==> src/hw/rtl/log_interval_subdivider_core_defines.svh <==
// Assertion macros shared by the RTL files of the interval subdivider.
`ifndef LOG_INTERVAL_SUBDIVIDER_CORE_DEFINES_SVH
`define LOG_INTERVAL_SUBDIVIDER_CORE_DEFINES_SVH

`ifndef SYNTH

`define LIS_ASSERT_IMP(name, clk, rst_n, ante, cons) \
  name: assert property (@(posedge clk) disable iff (!rst_n) (ante) |-> (cons)) \
    else $error("lis assertion failed");

`define LIS_ASSERT_NXT(name, clk, rst_n, ante, cons) \
  name: assert property (@(posedge clk) disable iff (!rst_n) (ante) |=> (cons)) \
    else $error("lis assertion failed");

`else

`define LIS_ASSERT_IMP(name, clk, rst_n, ante, cons)

`define LIS_ASSERT_NXT(name, clk, rst_n, ante, cons)

`endif

`endif

==> src/hw/rtl/lis_pkg.sv <==
`timescale 1ns / 1ps

package lis_pkg;

  localparam int unsigned FieldBits = 32;
  localparam int unsigned LimitBits = 6;

  localparam logic SPLIT_DOUBLING = 1'b0;
  localparam logic SPLIT_BINARY   = 1'b1;

  typedef struct packed {
    logic [FieldBits-1:0] range_first;
    logic [FieldBits-1:0] range_last;
    logic [LimitBits-1:0] max_segments;
    logic                 reverse_order;
  } lis_in_t;

  typedef struct packed {
    logic [FieldBits-1:0] seg_offset;
    logic [FieldBits-1:0] seg_width;
    logic                 is_last;
    logic                 is_empty;
  } lis_out_t;

  typedef enum logic [2:0] {
    ST_IDLE,
    ST_EMPTY,
    ST_BIN,
    ST_DBL,
    ST_INS,
    ST_PREP,
    ST_SUM,
    ST_EMIT
  } lis_state_e;

  typedef enum logic {
    ALU_ADD,
    ALU_SUB
  } lis_alu_op_e;

  typedef struct packed {
    lis_state_e state;
    logic       accept;
    logic       emit;
  } lis_ctrl_t;

  typedef struct packed {
    logic empty_req;
    logic bin_done;
    logic dbl_fit;
    logic rem_zero;
    logic ins_move;
    logic need_merge;
    logic sum_done;
    logic emit_last;
  } lis_stat_t;

endpackage

==> src/hw/rtl/log_interval_subdivider_core.sv <==
`timescale 1ns / 1ps
`include "log_interval_subdivider_core_defines.svh"

// Channel   Direction  Handshake                  Payload
// cfg       in         cfg_we_i                   cfg_wdata_i (split method)
// in        in         in_valid_i / in_ready_o    in_data_i (lis_in_t)
// out       out        out_valid_o / out_ready_i  out_data_o (lis_out_t)
//
// A request is accepted, then its widths are found by a bit scan in binary mode or by doubling
// steps plus insertion of the remainder in remainder mode; a setup step follows, then the widths
// to be merged are summed into a merged segment, and each segment is emitted in turn.
// The subtractions and sums share one add/subtract unit; in_ready_o is high only between requests.
// Reset is asynchronous and active low; it clears the sequencer, counters and output valid.
// A stalled output holds its segment and the sequencer waits on it.
module log_interval_subdivider_core #(
  parameter int unsigned INDEX_BITS = 32
) (
  input  logic              clk_i,
  input  logic              rst_ni,
  input  logic              cfg_we_i,
  input  logic              cfg_wdata_i,
  input  logic              in_valid_i,
  output logic              in_ready_o,
  input  lis_pkg::lis_in_t  in_data_i,
  output logic              out_valid_o,
  input  logic              out_ready_i,
  output lis_pkg::lis_out_t out_data_o
);
  import lis_pkg::*;

  logic      split_q;
  logic      out_valid_q;
  lis_out_t  out_data_q;
  logic      out_free;
  lis_ctrl_t ctrl;
  lis_stat_t stat;
  lis_out_t  res;

  assign out_free = !out_valid_q || out_ready_i;

  always_ff @(posedge clk_i or negedge rst_ni) begin
    if (!rst_ni) begin
      split_q     <= SPLIT_DOUBLING;
      out_valid_q <= 1'b0;
    end else begin
      if (cfg_we_i) begin
        split_q <= cfg_wdata_i;
      end
      if (ctrl.emit) begin
        out_valid_q <= 1'b1;
      end else if (out_ready_i) begin
        out_valid_q <= 1'b0;
      end
    end
  end

  always_ff @(posedge clk_i) begin
    if (ctrl.emit) begin
      out_data_q <= res;
    end
  end

  lis_seq u_seq (
    .clk_i      (clk_i),
    .rst_ni     (rst_ni),
    .in_valid_i (in_valid_i),
    .split_i    (split_q),
    .out_free_i (out_free),
    .stat_i     (stat),
    .in_ready_o (in_ready_o),
    .ctrl_o     (ctrl)
  );

  lis_dp #(
    .INDEX_BITS (INDEX_BITS)
  ) u_dp (
    .clk_i     (clk_i),
    .rst_ni    (rst_ni),
    .ctrl_i    (ctrl),
    .in_data_i (in_data_i),
    .stat_o    (stat),
    .res_o     (res)
  );

  assign out_valid_o = out_valid_q;
  assign out_data_o  = out_data_q;

  `LIS_ASSERT_IMP(a_emit_slot_free, clk_i, rst_ni, ctrl.emit, !out_valid_q || out_ready_i)
  `LIS_ASSERT_IMP(a_empty_is_last, clk_i, rst_ni, out_valid_o && out_data_o.is_empty, out_data_o.is_last && out_data_o.seg_width == '0)

endmodule

==> src/hw/rtl/lis_alu.sv <==
`timescale 1ns / 1ps

module lis_alu #(
  parameter int unsigned Width = 33
) (
  input  lis_pkg::lis_alu_op_e op_i,
  input  logic [Width-1:0]     a_i,
  input  logic [Width-1:0]     b_i,
  output logic [Width-1:0]     res_o,
  output logic                 borrow_o
);
  import lis_pkg::*;

  logic [Width:0] full;

  always_comb begin
    case (op_i)
      ALU_ADD: full = {1'b0, a_i} + {1'b0, b_i};
      ALU_SUB: full = {1'b0, a_i} - {1'b0, b_i};
      default: full = '0;
    endcase
  end

  assign res_o    = full[Width-1:0];
  assign borrow_o = full[Width];

endmodule

==> src/hw/rtl/lis_seq.sv <==
`timescale 1ns / 1ps

module lis_seq (
  input  logic               clk_i,
  input  logic               rst_ni,
  input  logic               in_valid_i,
  input  logic               split_i,
  input  logic               out_free_i,
  input  lis_pkg::lis_stat_t stat_i,
  output logic               in_ready_o,
  output lis_pkg::lis_ctrl_t ctrl_o
);
  import lis_pkg::*;

  lis_state_e state_q, state_d;

  always_ff @(posedge clk_i or negedge rst_ni) begin
    if (!rst_ni) begin
      state_q <= ST_IDLE;
    end else begin
      state_q <= state_d;
    end
  end

  always_comb begin
    state_d = state_q;
    case (state_q)
      ST_IDLE: begin
        if (in_valid_i) begin
          if (stat_i.empty_req) begin
            state_d = ST_EMPTY;
          end else if (split_i == SPLIT_BINARY) begin
            state_d = ST_BIN;
          end else begin
            state_d = ST_DBL;
          end
        end
      end
      ST_EMPTY: begin
        if (out_free_i) begin
          state_d = ST_IDLE;
        end
      end
      ST_BIN: begin
        if (stat_i.bin_done) begin
          state_d = ST_PREP;
        end
      end
      ST_DBL: begin
        if (!stat_i.dbl_fit) begin
          state_d = stat_i.rem_zero ? ST_PREP : ST_INS;
        end
      end
      ST_INS: begin
        if (!stat_i.ins_move) begin
          state_d = ST_PREP;
        end
      end
      ST_PREP: begin
        state_d = stat_i.need_merge ? ST_SUM : ST_EMIT;
      end
      ST_SUM: begin
        if (stat_i.sum_done) begin
          state_d = ST_EMIT;
        end
      end
      ST_EMIT: begin
        if (out_free_i && stat_i.emit_last) begin
          state_d = ST_IDLE;
        end
      end
      default: state_d = ST_IDLE;
    endcase
  end

  always_comb begin
    in_ready_o    = (state_q == ST_IDLE);
    ctrl_o.state  = state_q;
    ctrl_o.accept = (state_q == ST_IDLE) && in_valid_i;
    ctrl_o.emit   = ((state_q == ST_EMPTY) || (state_q == ST_EMIT)) && out_free_i;
  end

endmodule

==> src/hw/rtl/lis_dp.sv <==
`timescale 1ns / 1ps
`include "log_interval_subdivider_core_defines.svh"

module lis_dp #(
  parameter int unsigned INDEX_BITS = 32
) (
  input  logic               clk_i,
  input  logic               rst_ni,
  input  lis_pkg::lis_ctrl_t ctrl_i,
  input  lis_pkg::lis_in_t   in_data_i,
  output lis_pkg::lis_stat_t stat_o,
  output lis_pkg::lis_out_t  res_o
);
  import lis_pkg::*;

  localparam int unsigned CntBits  = $clog2(INDEX_BITS + 1);
  localparam int unsigned AddrBits = $clog2(INDEX_BITS);
  localparam int unsigned AluBits  = INDEX_BITS + 1;
  localparam int unsigned CmpBits  = LimitBits + 1;

  logic [INDEX_BITS-1:0] seg_q [INDEX_BITS];

  logic [INDEX_BITS-1:0] off_q, off_d;
  logic [INDEX_BITS-1:0] rem_q, rem_d;
  logic [INDEX_BITS:0]   step_q, step_d;
  logic [INDEX_BITS-1:0] sum_q, sum_d;
  logic [LimitBits-1:0]  limit_q, limit_d;
  logic                  rev_q, rev_d;
  logic [CntBits-1:0]    cnt_q, cnt_d;
  logic [CntBits-1:0]    pos_q, pos_d;
  logic [CntBits-1:0]    drop_q, drop_d;
  logic [CntBits-1:0]    ptr_q, ptr_d;
  logic [CntBits-1:0]    arr_left_q, arr_left_d;
  logic [CntBits-1:0]    items_left_q, items_left_d;
  logic                  sum_pend_q, sum_pend_d;

  lis_alu_op_e           alu_op;
  logic [AluBits-1:0]    alu_a, alu_b, alu_res;
  logic                  alu_borrow;

  logic [AddrBits-1:0]   rd_addr, pos_addr, wr_addr;
  logic [INDEX_BITS-1:0] rd_data, wr_data;
  logic                  wr_en;

  logic [CntBits-1:0]    pos_m1, cnt_m1, drop_m1;
  logic [INDEX_BITS-1:0] diff, w_in, emit_width, off_nxt;
  logic [LimitBits-1:0]  limit_in;
  logic [CmpBits-1:0]    drop_w;
  logic                  take_sum;

  assign pos_addr = pos_q[AddrBits-1:0];
  assign pos_m1   = pos_q - CntBits'(1);
  assign cnt_m1   = cnt_q - CntBits'(1);
  assign drop_m1  = drop_q - CntBits'(1);

  always_comb begin
    case (ctrl_i.state)
      ST_INS:  rd_addr = pos_m1[AddrBits-1:0];
      ST_EMIT: rd_addr = ptr_q[AddrBits-1:0];
      default: rd_addr = pos_addr;
    endcase
  end

  assign rd_data = seg_q[rd_addr];

  always_comb begin
    case (ctrl_i.state)
      ST_IDLE: begin
        alu_op = ALU_SUB;
        alu_a  = {1'b0, in_data_i.range_last[INDEX_BITS-1:0]};
        alu_b  = {1'b0, in_data_i.range_first[INDEX_BITS-1:0]};
      end
      ST_DBL: begin
        alu_op = ALU_SUB;
        alu_a  = {1'b0, rem_q};
        alu_b  = step_q;
      end
      ST_INS: begin
        alu_op = ALU_SUB;
        alu_a  = {1'b0, rem_q};
        alu_b  = {1'b0, rd_data};
      end
      ST_SUM: begin
        alu_op = ALU_ADD;
        alu_a  = {1'b0, sum_q};
        alu_b  = {1'b0, rd_data};
      end
      ST_EMIT: begin
        alu_op = ALU_SUB;
        alu_a  = {1'b0, sum_q};
        alu_b  = {1'b0, rd_data};
      end
      default: begin
        alu_op = ALU_ADD;
        alu_a  = '0;
        alu_b  = '0;
      end
    endcase
  end

  lis_alu #(
    .Width (AluBits)
  ) u_alu (
    .op_i     (alu_op),
    .a_i      (alu_a),
    .b_i      (alu_b),
    .res_o    (alu_res),
    .borrow_o (alu_borrow)
  );

  assign diff     = alu_res[INDEX_BITS-1:0];
  assign w_in     = diff + INDEX_BITS'(1);
  assign limit_in = (in_data_i.max_segments == '0) ? LimitBits'(1) : in_data_i.max_segments;
  assign drop_w   = CmpBits'(cnt_q) - CmpBits'(limit_q) + CmpBits'(1);

  assign take_sum   = sum_pend_q &&
                      ((arr_left_q == '0) || (rev_q ? !alu_borrow : alu_borrow));
  assign emit_width = take_sum ? sum_q : rd_data;
  assign off_nxt    = off_q + emit_width;

  always_comb begin
    stat_o.empty_req  = alu_borrow || (&diff);
    stat_o.bin_done   = (pos_q == CntBits'(INDEX_BITS - 1));
    stat_o.dbl_fit    = !alu_borrow;
    stat_o.rem_zero   = (rem_q == '0);
    stat_o.ins_move   = (pos_q != '0) && alu_borrow;
    stat_o.need_merge = (CmpBits'(cnt_q) > CmpBits'(limit_q));
    stat_o.sum_done   = (pos_q == drop_m1);
    stat_o.emit_last  = (items_left_q == CntBits'(1));
  end

  always_comb begin
    res_o = '0;
    case (ctrl_i.state)
      ST_EMPTY: begin
        res_o.is_last  = 1'b1;
        res_o.is_empty = 1'b1;
      end
      ST_EMIT: begin
        res_o.seg_offset = FieldBits'(off_q);
        res_o.seg_width  = FieldBits'(emit_width);
        res_o.is_last    = stat_o.emit_last;
      end
      default: res_o = '0;
    endcase
  end

  always_comb begin
    off_d        = off_q;
    rem_d        = rem_q;
    step_d       = step_q;
    sum_d        = sum_q;
    limit_d      = limit_q;
    rev_d        = rev_q;
    cnt_d        = cnt_q;
    pos_d        = pos_q;
    drop_d       = drop_q;
    ptr_d        = ptr_q;
    arr_left_d   = arr_left_q;
    items_left_d = items_left_q;
    sum_pend_d   = sum_pend_q;
    wr_en        = 1'b0;
    wr_addr      = cnt_q[AddrBits-1:0];
    wr_data      = '0;
    case (ctrl_i.state)
      ST_IDLE: begin
        if (ctrl_i.accept) begin
          off_d   = in_data_i.range_first[INDEX_BITS-1:0];
          rem_d   = w_in;
          step_d  = AluBits'(1);
          limit_d = limit_in;
          rev_d   = in_data_i.reverse_order;
          cnt_d   = '0;
          pos_d   = '0;
        end
      end
      ST_BIN: begin
        if (rem_q[pos_addr]) begin
          wr_en   = 1'b1;
          wr_data = INDEX_BITS'(1) << pos_q;
          cnt_d   = cnt_q + CntBits'(1);
        end
        pos_d = pos_q + CntBits'(1);
      end
      ST_DBL: begin
        if (!alu_borrow) begin
          wr_en   = 1'b1;
          wr_data = step_q[INDEX_BITS-1:0];
          cnt_d   = cnt_q + CntBits'(1);
          rem_d   = alu_res[INDEX_BITS-1:0];
          step_d  = step_q << 1;
        end else if (rem_q != '0) begin
          pos_d = cnt_q;
          cnt_d = cnt_q + CntBits'(1);
        end
      end
      ST_INS: begin
        wr_en   = 1'b1;
        wr_addr = pos_addr;
        if (stat_o.ins_move) begin
          wr_data = rd_data;
          pos_d   = pos_m1;
        end else begin
          wr_data = rem_q;
        end
      end
      ST_PREP: begin
        if (stat_o.need_merge) begin
          drop_d       = drop_w[CntBits-1:0];
          items_left_d = limit_q[CntBits-1:0];
          arr_left_d   = cnt_q - drop_w[CntBits-1:0];
          sum_pend_d   = 1'b1;
          sum_d        = '0;
          pos_d        = '0;
          ptr_d        = rev_q ? cnt_m1 : drop_w[CntBits-1:0];
        end else begin
          items_left_d = cnt_q;
          arr_left_d   = cnt_q;
          sum_pend_d   = 1'b0;
          ptr_d        = rev_q ? cnt_m1 : '0;
        end
      end
      ST_SUM: begin
        sum_d = alu_res[INDEX_BITS-1:0];
        pos_d = pos_q + CntBits'(1);
      end
      ST_EMIT: begin
        if (ctrl_i.emit) begin
          off_d        = off_nxt;
          items_left_d = items_left_q - CntBits'(1);
          if (take_sum) begin
            sum_pend_d = 1'b0;
          end else begin
            arr_left_d = arr_left_q - CntBits'(1);
            ptr_d      = rev_q ? (ptr_q - CntBits'(1)) : (ptr_q + CntBits'(1));
          end
        end
      end
      default: ;
    endcase
  end

  always_ff @(posedge clk_i or negedge rst_ni) begin
    if (!rst_ni) begin
      cnt_q        <= '0;
      pos_q        <= '0;
      drop_q       <= '0;
      ptr_q        <= '0;
      arr_left_q   <= '0;
      items_left_q <= '0;
      sum_pend_q   <= 1'b0;
    end else begin
      cnt_q        <= cnt_d;
      pos_q        <= pos_d;
      drop_q       <= drop_d;
      ptr_q        <= ptr_d;
      arr_left_q   <= arr_left_d;
      items_left_q <= items_left_d;
      sum_pend_q   <= sum_pend_d;
    end
  end

  always_ff @(posedge clk_i) begin
    off_q   <= off_d;
    rem_q   <= rem_d;
    step_q  <= step_d;
    sum_q   <= sum_d;
    limit_q <= limit_d;
    rev_q   <= rev_d;
    if (wr_en) begin
      seg_q[wr_addr] <= wr_data;
    end
  end

  // During emission, the segments still owed equal the stored widths left plus the pending merged width.
  `LIS_ASSERT_IMP(a_emit_count, clk_i, rst_ni, ctrl_i.state == ST_EMIT, items_left_q == arr_left_q + CntBits'(sum_pend_q))
  `LIS_ASSERT_IMP(a_ins_in_range, clk_i, rst_ni, ctrl_i.state == ST_INS, pos_q < cnt_q)
  `LIS_ASSERT_NXT(a_last_drains, clk_i, rst_ni, ctrl_i.state == ST_EMIT && ctrl_i.emit && stat_o.emit_last, items_left_q == '0 && !sum_pend_q)

endmodule

==> config.mk <==
export PLATFORM = sky130hd
export DESIGN_NAME = log_interval_subdivider_core
export DESIGN_NICKNAME = d
export VERILOG_FILES = /design/src/hw/rtl/lis_pkg.sv /design/src/hw/rtl/log_interval_subdivider_core.sv /design/src/hw/rtl/lis_alu.sv /design/src/hw/rtl/lis_seq.sv /design/src/hw/rtl/lis_dp.sv
export VERILOG_INCLUDE_DIRS = /design/src /design/src/hw/rtl
export SDC_FILE = /design/constraint.sdc
export NUM_CORES = 2
export LEC_CHECK = 0
export ABC_AREA = 1
export BUFFER_PORTS_ARGS = -buffer_cell sky130_fd_sc_hd__buf_4
export CAP_MARGIN = 20
export CORE_MARGIN = 8
export CORE_UTILIZATION = 35
export DETAILED_ROUTE_END_ITERATION = 7
export PLACE_DENSITY = 0.57
export SYNTH_ARGS = -nofsm -noshare
export SYNTH_HDL_FRONTEND = slang
export SYNTH_SLANG_ARGS = --single-unit
==> constraint.sdc <==
create_clock -name clk_i -period 8.2 [get_ports clk_i]
set_input_delay 1.23 -clock clk_i [delete_from_list [all_inputs] [get_ports clk_i]]
set_output_delay 1.23 -clock clk_i [all_outputs]
set_load 0.02 [all_outputs]
==> flow_summary.yaml <==
route:
  drc: 0
  antenna_left: 0
  drt_iter0_markers: 6498
  drt_wl_total_um: 234000
  viasPerCell: 5.51
  routedWlPerCell_um: 25.8
  drtPass1Iterations: 8
  vias: 49800
synthesis:
  yosysWarningCount: 0
  synthAdderAreaFrac_pct: 2.84
  syn_nets: 6551
  synthMuxAreaShare_pct: 0.0363
  synth_edf_count: 1226
  synth_top_family_by_area: "simple AND/OR/NAND/NOR gates"
  synth-main-ff-cell: "edfxtp_1"
  postSynthCellCount: 6338
  yosysSeqAreaShare_pct: 60.9
  synth_seq_cells: 1267
  syn_area_sq_mm: 0.0621
  synthArstFlopShare_pct: 3.24
  synth_cell_types: 64
  syn_avg_cell_area_sq_um: 9.80
  synth_simple_gate_area_share_pct: 19.4
  synth_xor_xnor_area_share_pct: 0.846
  synth-compound-area-share_pct: 10.1
grt:
  grt_pass1_vias: 46300
  grt_pass1_wl_um: 330000
  grt_usage_pct: 23.2
  grt_remaining_overflow: 0
  grt_max_degree: 92
  antenna_found_initial: 3
clock_network:
  h-tree-depth: 4
  path_clk_slew_ps: 60
  numCtsBuffers: 139
  cts-root-buf: "clkbuf_16"
  ctsHoldBuffers: 0
  cts_tree: "built"
  insertion_delay_ps: 780
  clk_path_buf_depth: 3
  clock_sinks: 1267
placement:
  io_buffers: 144
  postPlaceCellArea_sq_mm: 0.0678
  place.gp.congestion: 0.995
  hpwlAfterDp_um: 159000
  dp.cells: 8772
worst_setup_path:
  arrival_ps: 8390
  critPathRequiredTime_ps: 8700
  cp_max_fo: 41
  path_common_cell: "nand2_1"
  path_class: "register to register"
  r2r_end: "u_dp.off_q[30]"
  reg2reg_slack_ps: 300
  worst_setup_path_start_kind: "register"
  r2r_cells: 36
  worstSetupEndpointType: "register"
  timing.critical_path.to: "u_dp.off_q[30]"
  slowest_stage: "o21ai_2"
  cpPeakStageDelay_ps: 570
  rr_startpoint: "u_seq.state_q[0]"
  crit_start: "u_seq.state_q[0]"
timing:
  final_max_slew_viol_count: 0
  hold_violations: 0
  slew_headroom_pct: 25.1
  skew_ps: 38.9
  period_needed_ps: 7900
  tightest_slew_ps: 1120
  fmax_mhz: 127
  finalCritPeriodShare_pct: 96.3
  setup_viol: 0
finish:
  final_cell_area_sq_mm: 0.0724
  final_cells: 9036
  nFillCells: 17100
  finish.utilization_pct: 41.1
  syn2layout_area_growth_pct: 16.5
  nNetsFinal: 6803
  layout-drive-gt1-share_pct: 12.0
  final_cell_mix: "nand2_1, edfxtp_1, nor2_1"
  layout_commonest_cell: "nand2_1"
floorplanning:
  ios: 145
  fp.dieW_um: 437
  core_area_sq_mm: 0.176
  rows: 154
  start_util_pct: 35.2
  design.die.area_sq_mm: 0.191
  fp.dieH_um: 437
outcome:
  status: "completed"
min_path:
  min_path_type: "primary input to async pin"
job:
  maxCapViolations: 0
[routing by layer]
metal	share of wire, %	vias up	global-route usage (%)
met3	9.8	349	4.71
met1	43	24500	33.2
met2	43	2548	34.6
met4	4.1	2	8.87
met5	0.0060	-	0
li1	-	22500	-
[through the flow]
| stage | worst slack (ps) | hold slack (ps) | TNS (ps) |
|---|---|---|---|
| floorplan | 970 | 453 | 0 |
| global placement | 30.8 | 474 | 0 |
| detailed placement | 24.0 | 482 | 0 |
| CTS | 20.4 | 445 | 0 |
| global route | -25.7 | 480 | -25.7 |
| finish | 305 | 479 | 0 |
[kinds of logic (layout without fill, tap and decap cells)]
family,after synthesis,after routing
AO/OA/AOI/OAI,1090,1090
XOR/XNOR,60,60
adder cells (fa/ha/maj),136,136
buffers and inverters,898,1253
flip-flops,1267,1267
multiplexers,2,2
other,0,3
AND/OR/NAND/NOR,2885,2885
[cell usage after synthesis (10+ instances only)]
cell type     n  share of area [%]
nand2_1    1380                8.3
edfxtp_1   1226                 59
nor2_1      720                4.4
nand3_1     608                4.9
inv_1       559                3.4
o21ai_0     508                4.1
o22ai_1     209                2.1
a21oi_1     173                1.4
clkbuf_1    138               0.83
ha_1        128                2.6
buf_2       124                1.0
dfrtp_1      41                1.7
nand4_1      41               0.41
xor2_1       40               0.56
and2_1       34               0.34
nor3_1       34               0.27
buf_1        26               0.16
o21ai_2      26               0.37
o21ai_1      25               0.20
o221ai_1     24               0.34
xnor2_1      20               0.28
a31oi_1      16               0.16
buf_4        16               0.19
a22oi_1      15               0.18
o211ai_1     15               0.18
inv_2        14              0.085
a21o_1       12               0.15
nand2_2      12               0.12
o2111ai_1    12               0.17
nor4_1       11               0.11
o21bai_1     10               0.12
[layout make-up]
type                    count  area (sq um)  share of cell area (%)
multi-input cells        4173         21200                    29.3
clock buffers             172          3730                    5.15
diodes                      3          7.51                  0.0104
flip-flops and latches   1267         37800                    52.3
repair inverters            2          17.5                  0.0242
repair buffers            426          3870                    5.34
clock inverters            72           572                   0.790
inverters                 581          2210                    3.05
well taps                2340          2930                    4.04
[flip-flops by register name (all words and copies together) (netlist names), 6 cells and up]
name,count
u_dp.seg_q,1024
out_data_o,66
u_dp.step_q,33
u_dp.off_q,32
u_dp.rem_q,32
u_dp.sum_q,32
u_dp.arr_left_q,6
u_dp.cnt_q,6
u_dp.drop_q,6
u_dp.items_left_q,6
u_dp.limit_q,6
u_dp.pos_q,6
[worst min path at each step]
stage | from | cells past startpoint | endpoint | slack [ps]
5_1_grt | rst_ni | 1 | u_dp.cnt_q[0] | 480
2_1_floorplan | u_dp.drop_q[1] | 2 | u_dp.drop_q[1] | 450
6_report | rst_ni | 1 | u_dp.cnt_q[0] | 480
3_3_place_gp | u_dp.drop_q[1] | 2 | u_dp.drop_q[1] | 470
3_5_place_dp | u_dp.drop_q[1] | 2 | u_dp.drop_q[1] | 480
4_1_cts | rst_ni | 1 | u_dp.arr_left_q[1] | 440
[what timing repair did]
action / 4_1_cts / 5_1_grt
setup endpoints to repair: 2 / 18
setup buffers: 2 / 11
gates cloned: 0 / 3
pin swaps: 1 / 4
resized for setup: 0 / 46
[critical path: cells and delay by family, from the launching register on]
kind                       cells  cell delay [ps]
and+or+nand+nor               20             2950
AOI/OAI and AO/OA              8             2000
buffers and inverters          6             1320
adders and majority gates      2              760
DFF                            1              440
Power is left out: the tool's default activity adds up to more than one toggle a clock period on the data nets, which glitch-free logic cannot reach.
